$ cat src/rtl/thtc_pkg.sv
`timescale 1ns / 1ps
// ----------------------------------------------------------------------------
// Thermistor converter package
// Shared types, register indexes and arithmetic constants.
// ----------------------------------------------------------------------------
package thtc_pkg;

  localparam int CFG_IDX_W  = 3;
  localparam int CFG_DATA_W = 28;
  localparam int RES_W      = 20;
  localparam int BASE_W     = 14;
  localparam int BETA0_W    = 14;
  localparam int BETA_W     = 16;
  localparam int LIM_W      = 12;
  localparam int TEMP_W     = 16;
  localparam int T0C_W      = 16;
  localparam int T0C_HI_W   = 9;
  localparam int T0C_LO_W   = 7;

  typedef enum logic [CFG_IDX_W-1:0] {
    REG_HIGH_SIDE = 3'd0,
    REG_SERIES    = 3'd1,
    REG_NOMINAL   = 3'd2,
    REG_BASE_TEMP = 3'd3,
    REG_BETA0     = 3'd4,
    REG_RANGE1    = 3'd5,
    REG_RANGE2    = 3'd6
  } thtc_reg_t;

  localparam logic [RES_W-1:0]      RS_RST    = 20'd10000;
  localparam logic [RES_W-1:0]      R0_RST    = 20'd10000;
  localparam logic [BASE_W-1:0]     BASE_RST  = 14'd2500;
  localparam logic [BETA0_W-1:0]    BETA0_RST = 14'd3435;

  localparam logic signed [TEMP_W-1:0] T_MAX_C  = 16'sd30000;
  localparam logic signed [TEMP_W-1:0] T_MIN_C  = -16'sd5500;
  localparam logic [T0C_W-1:0]         KELVIN_C = 16'd27315;
  localparam logic [T0C_W-1:0]         TK_MAX_C = 16'd57315;

  // pipeline depths
  localparam int LOG_LAT = 3;
  localparam int LN_LAT  = 8;
  localparam int QUO_W   = 16;

  // datapath widths
  localparam int L24_W = 30;
  localparam int C_W   = 23;
  localparam int Q_W   = 40;
  localparam int D_W   = 42;
  localparam int QD_W  = 41;
  localparam int QN_W  = 57;

  localparam logic [15:0] LN2_Q16      = 16'd45426;
  localparam logic [8:0]  LN_RND       = 9'd128;
  localparam logic [6:0]  HUNDRED      = 7'd100;
  localparam logic [29:0] RECIP100_36  = 30'd687194768;
  localparam int          RECIP36_S    = 36;
  localparam logic [16:0] RECIP100_23  = 17'd83887;
  localparam int          RECIP23_S    = 23;
  localparam logic [13:0] RECIP100_20  = 14'd10486;
  localparam int          RECIP20_S    = 20;

  typedef struct packed {
    logic              vld;
    logic              hot;
    logic              cold;
    logic              over;
    logic [BETA_W-1:0] beta;
  } thtc_meta_t;

  // log2(1 + k/16) in Q16
  function automatic logic [16:0] log_tab(input logic [4:0] k);
    logic [16:0] v;
    case (k)
      5'd0:    v = 17'd0;
      5'd1:    v = 17'd5732;
      5'd2:    v = 17'd11136;
      5'd3:    v = 17'd16248;
      5'd4:    v = 17'd21098;
      5'd5:    v = 17'd25711;
      5'd6:    v = 17'd30109;
      5'd7:    v = 17'd34312;
      5'd8:    v = 17'd38336;
      5'd9:    v = 17'd42196;
      5'd10:   v = 17'd45904;
      5'd11:   v = 17'd49472;
      5'd12:   v = 17'd52911;
      5'd13:   v = 17'd56229;
      5'd14:   v = 17'd59434;
      5'd15:   v = 17'd62534;
      5'd16:   v = 17'd65536;
      default: v = 17'd0;
    endcase
    return v;
  endfunction

endpackage

$ cat src/rtl/thtc_log2.sv
`timescale 1ns / 1ps
// ----------------------------------------------------------------------------
// Thermistor converter log2 pipeline
// Leading-one search, normalise, table lookup with linear interpolation (Q16).
// ----------------------------------------------------------------------------
module thtc_log2
  import thtc_pkg::*;
#(
  parameter int W  = 32,
  parameter int LW = 22
) (
  input  logic          clk,
  input  logic          en,
  input  logic [W-1:0]  x,
  output logic [LW-1:0] y
);

  localparam int PW = $clog2(W);

  logic [PW-1:0] p_nxt;
  logic [PW-1:0] p1_r;
  logic [W-1:0]  x1_r;

  logic [PW-1:0] sh_s;
  logic [W-1:0]  norm_s;
  logic [PW-1:0] p2_r;
  logic [3:0]    idx2_r;
  logic [15:0]   rem2_r;

  logic [16:0]   tab0_s;
  logic [16:0]   tab1_s;
  logic [16:0]   step_s;
  logic [32:0]   prod_s;
  logic [LW-1:0] y_nxt;
  logic [LW-1:0] y_r;

  always_comb begin
    p_nxt = '0;
    for (int i = 0; i < W; i++) begin
      if (x[i]) begin
        p_nxt = PW'(i);
      end
    end
  end

  assign sh_s   = PW'(W - 1) - p1_r;
  assign norm_s = x1_r << sh_s;

  assign tab0_s = log_tab({1'b0, idx2_r});
  assign tab1_s = log_tab({1'b0, idx2_r} + 5'd1);
  assign step_s = tab1_s - tab0_s;
  assign prod_s = step_s * rem2_r;
  assign y_nxt  = {p2_r, 16'b0} + tab0_s + prod_s[32:16];

  always_ff @(posedge clk) begin
    if (en) begin
      p1_r   <= p_nxt;
      x1_r   <= x;
      p2_r   <= p1_r;
      idx2_r <= norm_s[W-2 -: 4];
      rem2_r <= norm_s[W-6 -: 16];
      y_r    <= y_nxt;
    end
  end

  assign y = y_r;

endmodule

$ cat config.mk
export PLATFORM = sky130hd
export DESIGN_NAME = thtc_log2
export DESIGN_NICKNAME = d
export VERILOG_FILES = /design/src/rtl/thtc_pkg.sv /design/src/rtl/thtc_log2.sv
export SDC_FILE = /design/constraint.sdc
export NUM_CORES = 1
export LEC_CHECK = 0
export ABC_AREA = 1
export BUFFER_PORTS_ARGS = -buffer_cell sky130_fd_sc_hd__buf_4
export CAP_MARGIN = 20
export CORE_ASPECT_RATIO = 0.75
export CORE_MARGIN = 5
export CORE_UTILIZATION = 35
export CTS_CLUSTER_SIZE = 24
export DETAILED_ROUTE_END_ITERATION = 16
export HOLD_SLACK_MARGIN = 0.02
export PLACE_DENSITY = 0.61
export SYNTH_ARGS = -nofsm -noshare
export SYNTH_HDL_FRONTEND = slang
export SYNTH_SLANG_ARGS = --single-unit
$ cat constraint.sdc
create_clock -name clk -period 22.6 [get_ports clk]
set_input_delay 0 -clock clk [delete_from_list [all_inputs] [get_ports clk]]
set_output_delay 0 -clock clk [all_outputs]
set_load 0.01 [all_outputs]
==> impl_metrics.toml <==
[hold_path]
min-delay-start = "en"
hold_path_class = "in2reg"
hold_end = "x1_r[11]"
holdPathStages = 1

[clocking]
cts_tree = "yes"
cts_resized = 0
post_cts_buffers = 0
clk_latency_ps = 380
htree_levels = 3
clockBufferDepth = 2
clock_sinks = 99
numCtsBuffers = 9
postCtsHoldBufs = 32
cts.clk_slew.worst_paths_ps = 70
root_buffer = "clkbuf_16"

[global_route]
groute.usage.overall_pct = 16.7
grt_pass1_vias = 12100
grt_antenna_before_repair = 1
grt_pass1_wl_mm = 64.1
grt_max_degree = 56
gr-total-overflow = 0

[synth]
synth_warnings = 0
synth.area.top_cells = "fa_1, edfxtp_1, ha_1"
synth_top_family_by_area = "adder cells"
synth-compound-area-share_pct = 9.21
synth_nets = 2255
ys_seq_area_share_pct = 18.6
synth_mux_area_share_pct = 0.397
synth_xor_area_share_pct = 2.43
synth.distinct_cells = 48
synth_most_common_cell = "nand2_1"
synth_enable_flop_cells = 83
synth_top_area_cell = "fa_1"
synth-main-ff-cell = "edfxtp_1"
synth-seq-cells = 99
ys_async_sr_fraction_pct = 0
synth_fa_ha_area_share_pct = 40.2
synthCells = 1860
synth.top_cell.area_share_pct = 27.6
yosys.area_share.simple_pct = 18.1
netlist_area_sq_mm = 0.0151
postSynthAreaPerCell_sq_um = 8.14
synth_common_cells = "nand2_1, inv_1, fa_1, nor2_1, ha_1"

[timing]
min_period_ps = 12190
finalSetupViolCount = 0
worst_slew_pin_slew_ps = 860
finalHoldViolations = 0
fmax_mhz = 82.0
rsz0062_at_grt = "false"
skew_ps = 6.22
slew_headroom_pct = 42.0
fin_setup_tns_ps = 0
maxSlewViolCount = 0
period_share_pct = 53.9

[die]
die-area_sq_mm = 0.0476
die_width_um = 250
io_pins = 56
start_util_pct = 35.2
die_height_um = 190
floorplan.rows = 66
coreArea_sq_mm = 0.0430

[worst_setup_path]
arrival_ps = 12320
r2r-end = "y[18]"
end_kind = "register"
reg2reg_depth = 50
required_ps = 22730
cp_max_fo = 11
start_kind = "register"
crit_type = "reg2reg"
r2r-start = "idx2_r[0]"
slowest_stage = "fa_1"
slowest_delay_ps = 550
rrSetupSlack_ps = 10410
crit_start = "idx2_r[0]"

[route]
viasPerCell = 4.87
avgRoutedWirePerCell_um = 15.6
ant_nets = 0
initialDrtViolationCount = 791
drc = 0
dr.pass1.iters = 5
wl_mm = 38.8
num_vias = 12200

[placed_design]
place_congestion = 0.937
io_buffers = 55
dpl.hpwl_mm = 32.8

[cells_and_area]
nNetsFinal = 2306
areaGrowthSynthToFinish_pct = 10.1
n_antenna_cell = 0
drive_gt1_share_pct = 7.05

[job]
max_cap_viol_count = 0

[outcome]
status = "completed"
## cells in the final DEF (no fill, tap or decap), types with 2 or more instances in the layout
cell	synthesis	layout
a31oi_1	10	10
edfxtp_1	83	83
o22ai_1	7	7
or2_1	3	3
nor3_1	4	4
o21bai_1	4	4
o211ai_1	9	9
a21oi_1	88	88
clkbuf_16	0	9
nor4_1	4	4
clkinv_1	8	9
buf_4	5	62
or2_2	23	23
nor2_1	175	175
inv_6	0	3
xnor2_1	17	16
nand2_2	13	13
fa_1	209	209
ha_1	152	152
o21a_1	3	3
nand2_1	393	393
inv_4	2	2
mux2i_1	6	6
dfxtp_1	16	16
xor2_1	25	25
inv_2	6	6
a211oi_1	9	9
o21ai_2	6	6
o21ai_1	15	15
nand3b_1	3	3
o21ai_0	87	87
a21oi_2	3	3
dlygate4sd3_1	0	32
inv_1	361	361
inv_8	0	2
nand3_1	49	49
nand4_1	3	3
## worst max-delay path by stage
stage	end	cells past startpoint	slack, ps
after detailed placement	y[19]	55	10590
after global placement	y[18]	50	11040
final	y[18]	50	10410
after floorplan	y[19]	57	12130
after CTS	y[19]	55	10580
after global routing	y[20]	50	9490
## registers in the layout (all words and copies together) (netlist names)
name / count
x1_r: 31
y: 22
rem2_r: 16
tab0_s: 16
p1_r: 5
p2_r: 5
idx2_r: 4
## layout make-up
class | instances | area, sq um
fill | 4332 | 26400
multi-input combinational | 1330 | 10600
sequential | 99 | 2810
inverter | 377 | 1420
timing repair buffer | 94 | 786
tap | 578 | 723
clock buffer | 9 | 225
clock inverter | 7 | 57.6
## worst max-delay path, delay by kind of cell, from the launching register on
kind,cells,cell delay [ps]
xor+xnor,2,250
compound gates,20,3750
flops,1,500
fa+ha+maj,11,4510
buf+inv,7,1010
simple gates,10,1870
## cells by family after synthesis
family / Yosys count
simple gates: 673
buf+inv: 431
fa+ha+maj: 361
compound gates: 248
flops: 99
xor+xnor: 42
mux: 6
## stage by stage
stage / util (%) / hold WS (ps) / std cells / setup slack, ps / instance area [sq um]
floorplan: - / 98.9 / 1860 / 12130 / 15100
global placement: 37.4 / 190 / 2446 / 11040 / 16100
detailed placement: 37.4 / 192 / 2446 / 10590 / 16100
CTS: 38.8 / 85.0 / 2494 / 10580 / 16700
global route: 38.8 / 96.9 / 2494 / 9490 / 16700
finish: 38.8 / 91.8 / 2494 / 10410 / 16700
## per-layer routing
layer  GRT usage (%)  up-vias  share of wire [%]
met5               0        -              0.033
met2            24.4      420                 41
met3            6.23       44                 11
met4            3.19        2                1.5
met1            24.0     5814                 47
li1                -     5870                  -
Power is left out: the tool's default activity adds up to more than one toggle a clock period on the data nets, which glitch-free logic cannot reach.
