File: src/rtl/thtc_pkg.sv
`timescale 1ns / 1ps
// ----------------------------------------------------------------------------
// Thermistor converter package
// Shared types, register indexes and arithmetic constants.
// ----------------------------------------------------------------------------
package thtc_pkg;

  localparam int CFG_IDX_W  = 3;
  localparam int CFG_DATA_W = 28;
  localparam int RES_W      = 20;
  localparam int BASE_W     = 14;
  localparam int BETA0_W    = 14;
  localparam int BETA_W     = 16;
  localparam int LIM_W      = 12;
  localparam int TEMP_W     = 16;
  localparam int T0C_W      = 16;
  localparam int T0C_HI_W   = 9;
  localparam int T0C_LO_W   = 7;

  typedef enum logic [CFG_IDX_W-1:0] {
    REG_HIGH_SIDE = 3'd0,
    REG_SERIES    = 3'd1,
    REG_NOMINAL   = 3'd2,
    REG_BASE_TEMP = 3'd3,
    REG_BETA0     = 3'd4,
    REG_RANGE1    = 3'd5,
    REG_RANGE2    = 3'd6
  } thtc_reg_t;

  localparam logic [RES_W-1:0]      RS_RST    = 20'd10000;
  localparam logic [RES_W-1:0]      R0_RST    = 20'd10000;
  localparam logic [BASE_W-1:0]     BASE_RST  = 14'd2500;
  localparam logic [BETA0_W-1:0]    BETA0_RST = 14'd3435;

  localparam logic signed [TEMP_W-1:0] T_MAX_C  = 16'sd30000;
  localparam logic signed [TEMP_W-1:0] T_MIN_C  = -16'sd5500;
  localparam logic [T0C_W-1:0]         KELVIN_C = 16'd27315;
  localparam logic [T0C_W-1:0]         TK_MAX_C = 16'd57315;

  // pipeline depths
  localparam int LOG_LAT = 3;
  localparam int LN_LAT  = 8;
  localparam int QUO_W   = 16;

  // datapath widths
  localparam int L24_W = 30;
  localparam int C_W   = 23;
  localparam int Q_W   = 40;
  localparam int D_W   = 42;
  localparam int QD_W  = 41;
  localparam int QN_W  = 57;

  localparam logic [15:0] LN2_Q16      = 16'd45426;
  localparam logic [8:0]  LN_RND       = 9'd128;
  localparam logic [6:0]  HUNDRED      = 7'd100;
  localparam logic [29:0] RECIP100_36  = 30'd687194768;
  localparam int          RECIP36_S    = 36;
  localparam logic [16:0] RECIP100_23  = 17'd83887;
  localparam int          RECIP23_S    = 23;
  localparam logic [13:0] RECIP100_20  = 14'd10486;
  localparam int          RECIP20_S    = 20;

  typedef struct packed {
    logic              vld;
    logic              hot;
    logic              cold;
    logic              over;
    logic [BETA_W-1:0] beta;
  } thtc_meta_t;

  // log2(1 + k/16) in Q16
  function automatic logic [16:0] log_tab(input logic [4:0] k);
    logic [16:0] v;
    case (k)
      5'd0:    v = 17'd0;
      5'd1:    v = 17'd5732;
      5'd2:    v = 17'd11136;
      5'd3:    v = 17'd16248;
      5'd4:    v = 17'd21098;
      5'd5:    v = 17'd25711;
      5'd6:    v = 17'd30109;
      5'd7:    v = 17'd34312;
      5'd8:    v = 17'd38336;
      5'd9:    v = 17'd42196;
      5'd10:   v = 17'd45904;
      5'd11:   v = 17'd49472;
      5'd12:   v = 17'd52911;
      5'd13:   v = 17'd56229;
      5'd14:   v = 17'd59434;
      5'd15:   v = 17'd62534;
      5'd16:   v = 17'd65536;
      default: v = 17'd0;
    endcase
    return v;
  endfunction

endpackage

File: src/rtl/thtc_div.sv
`timescale 1ns / 1ps
// ----------------------------------------------------------------------------
// Thermistor converter divider pipeline
// Restoring division, one quotient bit per stage, MSB first.
// ----------------------------------------------------------------------------
module thtc_div
  import thtc_pkg::*;
(
  input  logic             clk,
  input  logic             rst_n,
  input  logic             en,
  input  thtc_meta_t       meta_i,
  input  logic [QN_W-1:0]  num_i,
  input  logic [QD_W-1:0]  den_i,
  output thtc_meta_t       meta_o,
  output logic [QUO_W-1:0] quo_o
);

  thtc_meta_t       meta_r [QUO_W];
  logic [QN_W-1:0]  rem_r  [QUO_W];
  logic [QD_W-1:0]  den_r  [QUO_W];
  logic [QUO_W-1:0] quo_r  [QUO_W];

  for (genvar k = 0; k < QUO_W; k++) begin : g_stage
    localparam int BIT = QUO_W - 1 - k;

    thtc_meta_t       meta_in;
    logic [QN_W-1:0]  rem_in;
    logic [QD_W-1:0]  den_in;
    logic [QUO_W-1:0] quo_in;
    logic [QN_W-1:0]  dsh_s;
    logic             ge_s;
    logic [QUO_W-1:0] quo_nxt;

    if (k == 0) begin : g_first
      assign meta_in = meta_i;
      assign rem_in  = num_i;
      assign den_in  = den_i;
      assign quo_in  = '0;
    end else begin : g_next
      assign meta_in = meta_r[k-1];
      assign rem_in  = rem_r[k-1];
      assign den_in  = den_r[k-1];
      assign quo_in  = quo_r[k-1];
    end

    assign dsh_s = {{(QN_W-QD_W){1'b0}}, den_in} << BIT;
    assign ge_s  = rem_in >= dsh_s;

    always_comb begin
      quo_nxt      = quo_in;
      quo_nxt[BIT] = ge_s;
    end

    always_ff @(posedge clk) begin
      if (!rst_n) begin
        meta_r[k] <= '0;
      end else if (en) begin
        meta_r[k] <= meta_in;
      end
    end

    always_ff @(posedge clk) begin
      if (en) begin
        rem_r[k] <= ge_s ? (rem_in - dsh_s) : rem_in;
        den_r[k] <= den_in;
        quo_r[k] <= quo_nxt;
      end
    end
  end

  assign meta_o = meta_r[QUO_W-1];
  assign quo_o  = quo_r[QUO_W-1];

endmodule

File: config.mk
export PLATFORM = sky130hd
export DESIGN_NAME = thtc_div
export DESIGN_NICKNAME = d
export VERILOG_FILES = /design/src/rtl/thtc_pkg.sv /design/src/rtl/thtc_div.sv
export SDC_FILE = /design/constraint.sdc
export NUM_CORES = 2
export LEC_CHECK = 0
export BUFFER_PORTS_ARGS = -buffer_cell sky130_fd_sc_hd__buf_2
export CORE_MARGIN = 5
export CORE_UTILIZATION = 40
export CTS_CLUSTER_SIZE = 24
export DETAILED_ROUTE_END_ITERATION = 7
export MAX_ROUTING_LAYER = met4
export SLEW_MARGIN = 20
export SYNTH_ARGS = -nofsm -noshare
export SYNTH_HDL_FRONTEND = slang
export SYNTH_SLANG_ARGS = --single-unit
File: constraint.sdc
create_clock -name clk -period 16.1 [get_ports clk]
set_input_delay 1.61 -clock clk [delete_from_list [all_inputs] [get_ports clk]]
set_output_delay 1.61 -clock clk [all_outputs]
set_load 0.1 [all_outputs]
==> summary.md <==
| Metric | Value |
|---|---|
| Status | completed |
| Die Height | 528 um |
| Area delta synth->final | 10.7% |
| Initial core utilization | 40.1% |
| Critical path class | flop to flop |
| R2R cell count | 12 |
| Antenna violations before repair | 3 |
| VDD IR max | 0.0978 mV |
| Min-delay src | quo_r[1][24]$_DFFE_PP_ |
| Hold Fails Final Rpt | 0 |
| Row Count | 190 |
| Vias | 73,500 |
| Synthesized instance count | 9,916 |
| Primary FF master, synth | edfxtp_1 |
| Total of max-cap violations | 0 |
| Input/output buffers | 156 |
| Setup TNS | 0 ns |
| Arr. time, crit path | 5.88 ns |
| Die ar. | 279,000 um2 |
| Synthesized area per cell | 10.8 um2 |
| Number of vias per cell | 5.36 |
| Max Buffers Root-to-Sink | 4 |
| Fraction of registers with async set/reset | 0% |
| Worst hold stages | 0 |
| Iter 0 DRT Violations | 4,095 |
| Nets | 10,800 |
| Setup bufs post-CTS | 0 |
| Cts hold-fix bufs | 0 |
| Pre-Repair DR Iteration Count | 5 |
| Post-DR wirelength/cell | 20.7 um |
| CTS Sinks | 1,926 |
| RSZ-0062 raised after global routing | false |
| Clk_lat worst skew | 0.88 ns |
| CP Capture Type | flop |
| Global placement routability congestion | 0.947 |
| Layout cells sized above 1 | 6.38% |
| FF-to-FF End | rem_r[0][212]$_DFFE_PP_ |
| Synth Register Bits | 1,926 |
| Worst Hold Class | flop to flop |
| Inserted Clock Buffers | 221 |
| Post-CTS Resized | 0 |
| Post-synth EDFFs | 1,926 |
| Power per cell area | 179 nW/um2 |
| Root Driver | clkbuf_16 |
| Lkg Pwr | 47.7 nW |
| Max-slew headroom | 23.8% |
| Die Span X | 528 um |
| Worst R2R Setup Slack | 10.80 ns |
| Tot GR Track Use | 20.5% |
| Max Freq | 189 MHz |
| Core area | 268,000 um2 |
| GRT Residual Overflow | 0 |
| Min-Delay Endpoint | quo_r[1][40]$_DFFE_PP_ |
| Post-route ant nets | 0 |
| Final setup fails | 0 |
| H-Tree Level Count | 4 |
| # DRC | 0 |
| TritonCTS clock tree | built |
| Critical Path RT | 16.69 ns |
| Vias in the first global route | 76,100 |
| Layout Utilization | 44.4% |
| Critical Path Source Type | flop |
| Clk slew on worst S/H paths | 0.06 ns |
| Final period util | 32.9% |
| Final Max Tran Viols | 0 |
| Largest net degree at the start of global routing | 184 |
| Min Tclk post-route | 5.30 ns |
| Dpl hpwl | 219,000 um |
| Sequential area share after synthesis | 53.9% |
| Synth cell types | 104 |
| Synth warn | 0 |
| Synth Cell Area | 107,000 um2 |
| Layout fillers | 24,800 |
| Post-Syn Nets | 10,700 |
| First-pass GRT wire length | 438,000 um |
| DRT Wirelength | 283,000 um |
| IO Pins | 157 |
| Worst r2r src | rem_r[0][127]$_DFFE_PP_ |
| Crit-path max FO | 43 |
| Worst Skew | 0.0419 ns |
| Worst-Margin Slew | 1.11 ns |
==> through the flow <==
stage / cells / instance area (um2) / power (mW) / hold slack, ns / setup WS (ns)
floorplan: 9916 / 107000 / 14.0 / 0.400 / 5.65
global placement: 13300 / 112000 / 16.5 / 0.402 / 10.26
detailed placement: 13300 / 112000 / 16.5 / 0.405 / 10.21
CTS: 13700 / 119000 / 21.5 / 0.402 / 10.74
global route: 13700 / 119000 / 22.8 / 0.404 / 10.66
finish: 13700 / 119000 / 21.3 / 0.412 / 10.80
==> kinds of logic after synthesis <==
kind of cell / after synthesis / synth area share, %
AOI/OAI and AO/OA: 2642 / 15.2
xor gates and xnor gates: 651 / 5.31
adders and majority gates: 671 / 7.92
buffers and inverters: 1211 / 4.31
DFF: 1926 / 53.9
muxes: 74 / 0.766
and+or+nand+nor: 2741 / 12.6
==> final cells by class <==
class	instances	area [um2]	area share, %
well taps	3552	4440	3.74
clock inverters	146	1270	1.07
repair buffers	220	1380	1.16
clock buffers	253	5670	4.77
multi-input cells	6779	45100	38.0
flip-flops and latches	1926	57800	48.7
inverters	831	3120	2.62
diodes	3	7.51	0.00632
==> routing by layer <==
metal  share of wire [%]  track usage, %  vias up  wire length (um)
met5                   0               -        -                 0
met4                 6.9            11.9        0             19600
met3                 2.7            2.12      741              7710
met2                  53            38.0     1474            150000
met1                  37            21.0    34700            106000
li1                    -               -    36600                 -
==> state kept, by name, summed over array words and instances (netlist names) <==
name and count:
rem_r 855, den_r 615, meta_r 320, quo_r 136
==> cell usage after synthesis (all sizes together) (95+ instances only) <==
| library cell | instances | area, um2 |
|---|---|---|
| nor3 | 132 | 666 |
| o21ai | 774 | 3870 |
| clkbuf | 322 | 1210 |
| xor2 | 312 | 2730 |
| edfxtp | 1926 | 57800 |
| a21oi | 779 | 3910 |
| nand4 | 148 | 926 |
| inv | 831 | 3120 |
| nor2 | 539 | 2020 |
| o21bai | 115 | 867 |
| xnor2 | 339 | 2970 |
| nor4 | 95 | 601 |
| and3 | 410 | 2560 |
| ha | 656 | 8210 |
| nand3 | 150 | 756 |
| nand2 | 867 | 3250 |
| a21o | 344 | 2580 |
==> placed cells by master, fill, tap and decap left out, types with 49 or more instances in the layout <==
cell | synthesis | routed
edfxtp_1 | 1926 | 1926
nand2_1 | 867 | 867
inv_1 | 820 | 820
a21oi_1 | 775 | 773
ha_1 | 656 | 656
nor2_1 | 539 | 538
o21ai_0 | 495 | 495
and3_1 | 410 | 410
a21o_1 | 344 | 343
xnor2_1 | 339 | 339
xor2_1 | 312 | 312
o21ai_1 | 279 | 279
clkbuf_16 | 0 | 222
buf_2 | 34 | 154
nand3_1 | 149 | 149
nand4_1 | 148 | 148
nor3_1 | 131 | 129
o21bai_1 | 114 | 114
nand2b_1 | 93 | 92
nor4_1 | 94 | 85
nor2b_1 | 80 | 80
a31oi_1 | 82 | 80
a211oi_1 | 80 | 79
o21a_1 | 78 | 78
mux2_1 | 58 | 58
o31ai_1 | 57 | 57
buf_4 | 7 | 57
clkinv_1 | 0 | 55
clkinv_2 | 0 | 50
o211ai_1 | 49 | 49
==> worst max-delay path: stages (launching register included) <==
cell       delay (ns)
edfxtp_1         0.43
ha_1             0.33
nor2b_1          0.15
o31a_1           0.27
or4_1            0.46
a41oi_1          0.62
a2111oi_2        0.31
o21ai_1          0.39
a21oi_1          0.24
nor2_4           0.52
buf_4            0.50
inv_2            0.30
mux2_1           0.39
==> power breakdown <==
group | switching, mW | internal [mW] | leakage [nW]
sequential | 0.679 | 7.09 | 19.1
clock | 2.05 | 2.82 | 3.41
combinational | 5.26 | 3.43 | 25.1
total | 7.99 | 13.3 | 47.7
==> how the worst max path moves through the flow <==
| stage | from | to | slack (ns) | cells past startpoint |
|---|---|---|---|---|
| 6_report | rem_r[0][127]$_DFFE_PP_ | rem_r[0][212]$_DFFE_PP_ | 10.80 | 12 |
| 3_3_place_gp | num_i[15] | rem_r[0][19]$_DFFE_PP_ | 10.26 | 15 |
| 4_1_cts | rem_r[0][155]$_DFFE_PP_ | rem_r[0][212]$_DFFE_PP_ | 10.74 | 11 |
| 3_5_place_dp | num_i[15] | rem_r[0][18]$_DFFE_PP_ | 10.21 | 15 |
| 2_1_floorplan | en | meta_r[0][0]$_SDFFCE_PN0P_ | 5.65 | 3 |
| 5_1_grt | den_r[0][83]$_DFFE_PP_ | rem_r[0][222]$_DFFE_PP_ | 10.66 | 14 |
Note: power is estimated with default switching activity, not from simulation.
