--- src/rtl/thtc_pkg.sv ---
`timescale 1ns / 1ps
// ----------------------------------------------------------------------------
// Thermistor converter package
// Shared types, register indexes and arithmetic constants.
// ----------------------------------------------------------------------------
package thtc_pkg;

  localparam int CFG_IDX_W  = 3;
  localparam int CFG_DATA_W = 28;
  localparam int RES_W      = 20;
  localparam int BASE_W     = 14;
  localparam int BETA0_W    = 14;
  localparam int BETA_W     = 16;
  localparam int LIM_W      = 12;
  localparam int TEMP_W     = 16;
  localparam int T0C_W      = 16;
  localparam int T0C_HI_W   = 9;
  localparam int T0C_LO_W   = 7;

  typedef enum logic [CFG_IDX_W-1:0] {
    REG_HIGH_SIDE = 3'd0,
    REG_SERIES    = 3'd1,
    REG_NOMINAL   = 3'd2,
    REG_BASE_TEMP = 3'd3,
    REG_BETA0     = 3'd4,
    REG_RANGE1    = 3'd5,
    REG_RANGE2    = 3'd6
  } thtc_reg_t;

  localparam logic [RES_W-1:0]      RS_RST    = 20'd10000;
  localparam logic [RES_W-1:0]      R0_RST    = 20'd10000;
  localparam logic [BASE_W-1:0]     BASE_RST  = 14'd2500;
  localparam logic [BETA0_W-1:0]    BETA0_RST = 14'd3435;

  localparam logic signed [TEMP_W-1:0] T_MAX_C  = 16'sd30000;
  localparam logic signed [TEMP_W-1:0] T_MIN_C  = -16'sd5500;
  localparam logic [T0C_W-1:0]         KELVIN_C = 16'd27315;
  localparam logic [T0C_W-1:0]         TK_MAX_C = 16'd57315;

  // pipeline depths
  localparam int LOG_LAT = 3;
  localparam int LN_LAT  = 8;
  localparam int QUO_W   = 16;

  // datapath widths
  localparam int L24_W = 30;
  localparam int C_W   = 23;
  localparam int Q_W   = 40;
  localparam int D_W   = 42;
  localparam int QD_W  = 41;
  localparam int QN_W  = 57;

  localparam logic [15:0] LN2_Q16      = 16'd45426;
  localparam logic [8:0]  LN_RND       = 9'd128;
  localparam logic [6:0]  HUNDRED      = 7'd100;
  localparam logic [29:0] RECIP100_36  = 30'd687194768;
  localparam int          RECIP36_S    = 36;
  localparam logic [16:0] RECIP100_23  = 17'd83887;
  localparam int          RECIP23_S    = 23;
  localparam logic [13:0] RECIP100_20  = 14'd10486;
  localparam int          RECIP20_S    = 20;

  typedef struct packed {
    logic              vld;
    logic              hot;
    logic              cold;
    logic              over;
    logic [BETA_W-1:0] beta;
  } thtc_meta_t;

  // log2(1 + k/16) in Q16
  function automatic logic [16:0] log_tab(input logic [4:0] k);
    logic [16:0] v;
    case (k)
      5'd0:    v = 17'd0;
      5'd1:    v = 17'd5732;
      5'd2:    v = 17'd11136;
      5'd3:    v = 17'd16248;
      5'd4:    v = 17'd21098;
      5'd5:    v = 17'd25711;
      5'd6:    v = 17'd30109;
      5'd7:    v = 17'd34312;
      5'd8:    v = 17'd38336;
      5'd9:    v = 17'd42196;
      5'd10:   v = 17'd45904;
      5'd11:   v = 17'd49472;
      5'd12:   v = 17'd52911;
      5'd13:   v = 17'd56229;
      5'd14:   v = 17'd59434;
      5'd15:   v = 17'd62534;
      5'd16:   v = 17'd65536;
      default: v = 17'd0;
    endcase
    return v;
  endfunction

endpackage

--- src/rtl/thtc_lnscale.sv ---
`timescale 1ns / 1ps
// ----------------------------------------------------------------------------
// Thermistor converter log scaling pipeline
// Forms ln(R/R0) in Q24, scales by T0/100 and builds the divider operands.
// ----------------------------------------------------------------------------
module thtc_lnscale
  import thtc_pkg::*;
#(
  parameter int LW = 22
) (
  input  logic                clk,
  input  logic                rst_n,
  input  logic                en,
  input  thtc_meta_t          meta_i,
  input  logic [LW-1:0]       log_n,
  input  logic [LW-1:0]       log_d,
  input  logic [T0C_W-1:0]    t0c,
  input  logic [T0C_HI_W-1:0] t0c_hi,
  input  logic [T0C_LO_W-1:0] t0c_lo,
  output thtc_meta_t          meta_o,
  output logic [QN_W-1:0]     quo_num,
  output logic [QD_W-1:0]     quo_den
);

  thtc_meta_t meta_r [LN_LAT];
  logic       neg_r  [6];

  logic [LW:0]             diff_s;
  logic [LW:0]             ndiff_s;
  logic [LW-1:0]           mag1_r;
  logic [LW+15:0]          ln_prod_s;
  logic [L24_W-1:0]        l24_2_r;
  logic [L24_W+29:0]       c_prod_s;
  logic [L24_W-1:0]        l24_3_r;
  logic [C_W-1:0]          c3_r;
  logic [L24_W-1:0]        hund_s;
  logic [L24_W-1:0]        erem_s;
  logic [C_W-1:0]          c4_r;
  logic [T0C_LO_W-1:0]     e4_r;
  logic [C_W+T0C_W-1:0]    x1_r;
  logic [T0C_HI_W+6:0]     x2_r;
  logic [13:0]             x3_r;
  logic [27:0]             q3_prod_s;
  logic [Q_W-1:0]          q_s;
  logic [Q_W-1:0]          q6_r;
  logic [D_W-1:0]          bsh_s;
  logic [D_W-1:0]          q_ext_s;
  logic [D_W-1:0]          d7_r;
  logic [31:0]             nu_s;
  logic [31:0]             nu7_r;
  logic                    dpos_s;
  logic [QN_W-1:0]         n_s;
  logic [QN_W-1:0]         num8_r;
  logic [QD_W-1:0]         den8_r;
  thtc_meta_t              meta8_s;

  assign diff_s    = {1'b0, log_n} - {1'b0, log_d};
  assign ndiff_s   = -diff_s;
  assign ln_prod_s = mag1_r * LN2_Q16 + LN_RND;
  assign c_prod_s  = l24_2_r * RECIP100_36;
  assign hund_s    = c3_r * HUNDRED;
  assign erem_s    = l24_3_r - hund_s;
  assign q3_prod_s = x3_r * RECIP100_20;
  assign q_s       = x1_r + x2_r + q3_prod_s[RECIP20_S+6:RECIP20_S];
  assign bsh_s     = {2'b00, meta_r[5].beta, 24'b0};
  assign q_ext_s   = {2'b00, q6_r};
  assign nu_s      = meta_r[5].beta * t0c;
  assign dpos_s    = !d7_r[D_W-1] && (d7_r != '0);
  assign n_s       = {1'b0, nu7_r, 24'b0} + {17'b0, d7_r[QD_W-1:1]};

  always_comb begin
    meta8_s      = meta_r[6];
    meta8_s.hot  = meta_r[6].hot || (!meta_r[6].cold && !dpos_s);
    meta8_s.over = n_s >= {d7_r[QD_W-1:0], 16'b0};
  end

  always_ff @(posedge clk) begin
    if (!rst_n) begin
      for (int k = 0; k < LN_LAT; k++) begin
        meta_r[k] <= '0;
      end
    end else if (en) begin
      meta_r[0] <= meta_i;
      for (int k = 1; k < LN_LAT - 1; k++) begin
        meta_r[k] <= meta_r[k-1];
      end
      meta_r[LN_LAT-1] <= meta8_s;
    end
  end

  always_ff @(posedge clk) begin
    if (en) begin
      neg_r[0] <= diff_s[LW];
      for (int k = 1; k < 6; k++) begin
        neg_r[k] <= neg_r[k-1];
      end
      mag1_r  <= diff_s[LW] ? ndiff_s[LW-1:0] : diff_s[LW-1:0];
      l24_2_r <= ln_prod_s[L24_W+7:8];
      l24_3_r <= l24_2_r;
      c3_r    <= c_prod_s[RECIP36_S+C_W-1:RECIP36_S];
      c4_r    <= c3_r;
      e4_r    <= erem_s[T0C_LO_W-1:0];
      x1_r    <= c4_r * t0c;
      x2_r    <= t0c_hi * e4_r;
      x3_r    <= e4_r * t0c_lo;
      q6_r    <= q_s;
      d7_r    <= neg_r[5] ? (bsh_s - q_ext_s) : (bsh_s + q_ext_s);
      nu7_r   <= nu_s;
      num8_r  <= n_s;
      den8_r  <= d7_r[QD_W-1:0];
    end
  end

  assign meta_o  = meta_r[LN_LAT-1];
  assign quo_num = num8_r;
  assign quo_den = den8_r;

endmodule

--- config.mk ---
export PLATFORM = sky130hd
export DESIGN_NAME = thtc_lnscale
export DESIGN_NICKNAME = d
export VERILOG_FILES = /design/src/rtl/thtc_pkg.sv /design/src/rtl/thtc_lnscale.sv
export SDC_FILE = /design/constraint.sdc
export NUM_CORES = 2
export LEC_CHECK = 0
export BUFFER_PORTS_ARGS = -buffer_cell sky130_fd_sc_hd__buf_4
export CAP_MARGIN = 20
export CORE_ASPECT_RATIO = 0.7
export CORE_UTILIZATION = 59
export DETAILED_ROUTE_END_ITERATION = 10
export PLACE_DENSITY = 0.9
export SYNTH_ARGS = -nofsm -noshare
export SYNTH_HDL_FRONTEND = slang
export SYNTH_SLANG_ARGS = --single-unit
--- constraint.sdc ---
create_clock -name clk -period 7.9 [get_ports clk]
set_clock_uncertainty 0.1 [all_clocks]
set_input_delay 1.58 -clock clk [delete_from_list [all_inputs] [get_ports clk]]
set_output_delay 1.58 -clock clk [all_outputs]
set_load 0.03 [all_outputs]
==> flow_metrics.tcl <==
set metrics [dict create \
    path_max_fanout 5 \
    crit_path_end_kind "flop" \
    die_w_um 412 \
    cpMostUsedCell "fa_1" \
    core_mm2 0.116 \
    dp_hpwl_um 134000 \
    synth_nets 8659 \
    rows 104 \
    ys_warn_count 0 \
    htree_levels 2 \
    worstHoldEndpoint "c4_r[22]" \
    cp.required_ns 8.24 \
    layout_setup_ws_ns -0.153 \
    slew_headroom 0.248 \
    clock_latency_ns 0.70 \
    globalplace.congestion 1.01 \
    worstReg2RegStart "x3_r[11]" \
    fin_nets 8927 \
    rsz0062_at_grt "yes" \
    synth_edf_count 528 \
    tns_ns -1.47 \
    final_common_cell "inv_1" \
    route.detailed.drc 0 \
    crit_arrival_ns 8.39 \
    grt_max_degree 173 \
    ant_nets 0 \
    slew_violations 0 \
    min_from "c3_r[22]" \
    first_global_vias 51200 \
    syn_to_final_growth_pct 9.44 \
    grt_pass1_wl_um 267000 \
    cp-start-kind "flop" \
    pre_cts_slack_ns -0.402 \
    holdWs_ns 0.317 \
    worst_pin_slew_ns 1.13 \
    synth-async-reset-ratio 0 \
    rr_endpoint "q6_r[33]" \
    grt-ovfl-total 0 \
    synth_top_area_cell "fa_1" \
    io_buffers 215 \
    cpMaxStageDelayCell "fa_1" \
    synth_cell_type_count 90 \
    cts_buffer_depth 3 \
    period_share 1.02 \
    root_buffer "clkbuf_16" \
    first_pass_iters 8 \
    drive_gt1_frac 0.0896 \
    grt_antenna_before_repair 2 \
    initialDrtViolationCount 5008 \
    synth_area_leaders "fa_1 (29%), edfxtp_1 (23%), ha_1 (18%), inv_1 (7.1%), nand2_1 (3.1%)" \
    cts.sinks 528 \
    clk_pin_slew_ns 0.06 \
    hold_violations 0 \
    ff2ff_setup_slack_ns -0.15 \
    min_period_ns 8.05 \
    die-area_mm2 0.119 \
    wl_per_cell_um 20.2 \
    reg2reg_depth 33 \
    routed_wl_um 170000 \
    status "finished, violations left" \
    hold_depth 0 \
    viasPerCell 5.83 \
    path_class "reg2reg" \
    synth-seq-cells 528 \
    cts_buffers 56 \
    syn_inst 6570 \
    hold_path_class "reg2reg" \
    seq_area_frac_synth 0.228 \
    ios 217 \
    cap_violations 0 \
    netlist.area_leader.share 0.291 \
    max_freq_mhz 124 \
    synth_ff_type "edfxtp_1" \
    start_util 0.599 \
    grt_usage 0.282 \
    diodes 0 \
    slowest_delay_ns 0.58 \
    dr_total_vias 49100 \
    die_h_um 289 \
    violations "setup timing" \
    layout_common_cells "inv_1 (1311), fa_1 (1007), ha_1 (974)" \
    syn_area_per_cell_um2 10.6 \
    finalSetupViolCount 14 \
    syn-cell-area_mm2 0.0694 \
    cts_tree "built" \
]
[cells in the mapped netlist (6+ instances only)]
| cell type | number |
|---|---|
| inv_1 | 1314 |
| fa_1 | 1008 |
| ha_1 | 982 |
| nand2_1 | 572 |
| edfxtp_1 | 528 |
| and2_1 | 330 |
| xnor2_1 | 233 |
| a21oi_1 | 185 |
| nor2_1 | 168 |
| clkbuf_1 | 156 |
| and3_1 | 140 |
| o21ai_0 | 111 |
| a21o_1 | 109 |
| xor2_1 | 74 |
| nand3_1 | 57 |
| buf_4 | 45 |
| nor3_1 | 43 |
| o21a_1 | 41 |
| o21bai_1 | 36 |
| nand2b_1 | 34 |
| nand4_1 | 32 |
| nor2b_1 | 30 |
| o31ai_1 | 24 |
| a211oi_1 | 21 |
| or2_2 | 20 |
| nor4_1 | 18 |
| a2111oi_0 | 13 |
| a31oi_1 | 13 |
| o211ai_1 | 13 |
| o41ai_1 | 12 |
| nor3b_1 | 11 |
| or4_1 | 11 |
| and4_1 | 10 |
| buf_2 | 10 |
| mux2i_1 | 10 |
| nand3b_1 | 10 |
| a31o_2 | 9 |
| or3_1 | 9 |
| a211o_1 | 8 |
| o21ai_1 | 6 |
| o311ai_0 | 6 |
[worst max path at each step]
stage                            to  slack, ns      from
after global routing       q6_r[33]      -0.36  x3_r[11]
after global placement    nu7_r[31]      -0.27    t0c[3]
after detailed placement   q6_r[38]      -0.40  x3_r[11]
after CTS                  q6_r[29]      0.005   x3_r[9]
final                      q6_r[33]      -0.15  x3_r[11]
after floorplan            x1_r[38]       0.01    t0c[1]
[critical path: cells and delay by family, from the launching register on]
| kind | cells | cell delay, ns |
|---|---|---|
| buffers and inverters | 8 | 0.83 |
| XOR/XNOR | 1 | 0.10 |
| adder cells (fa/ha/maj) | 8 | 3.30 |
| AND/OR/NAND/NOR | 6 | 1.25 |
| AO/OA/AOI/OAI | 10 | 1.79 |
| flip-flops | 1 | 0.43 |
[what timing repair did]
item,CTS,global route
pin swaps,4,23
hold buffers,0,0
cloned,0,1
gates resized for setup,12,78
setup endpoints to repair,25,32
setup buffers,4,17
[registers in the layout, indices dropped and copies added (netlist names)]
name	cells
c3_r	23
c4_r	23
d7_r	42
e4_r	7
l24_2_r	30
l24_3_r	7
mag1_r	22
meta_r	153
neg_r	6
nu7_r	32
q6_r	40
quo_den	17
quo_num	57
x1_r	39
x2_r	16
x3_r	14
[stage by stage]
stage	util	std cells	area [um^2]
CTS	0.652	8402	75500
global route	0.656	8421	76000
detailed placement	0.634	8294	73500
global placement	0.634	8294	73500
finish	0.656	8421	76000
floorplan	-	6570	69400
[final cells by class]
| cell class | count | area, um^2 |
|---|---|---|
| flip-flops and latches | 528 | 15900 |
| clock buffers | 67 | 1440 |
| repair buffers | 425 | 3340 |
| multi-input cells | 4513 | 48000 |
| well taps | 1537 | 1920 |
| clock inverters | 37 | 454 |
| inverters | 1314 | 4930 |
| fillers | 8072 | 39800 |
[cells by family (layout without fill, tap and decap cells)]
group	count (synthesis)	count (layout)	share of synthesized area
simple gates	1518	1518	0.111
mux	10	10	0.00144
fa+ha+maj	1990	1990	0.468
flops	528	528	0.228
buf+inv	1529	1843	0.0853
xor+xnor	309	309	0.0393
compound gates	686	686	0.0669
[layer usage]
layer / global-route usage / vias up / wire length [um]
met1: 0.397 / 24300 / 69900
met4: 0.0740 / 2 / 4900
met2: 0.440 / 2607 / 76700
met5: 0 / - / 13
met3: 0.0704 / 398 / 18700
li1: - / 21800 / -
Power is not shown: default switching activity piles up to over one toggle a cycle in this logic, so the estimate is an artifact.
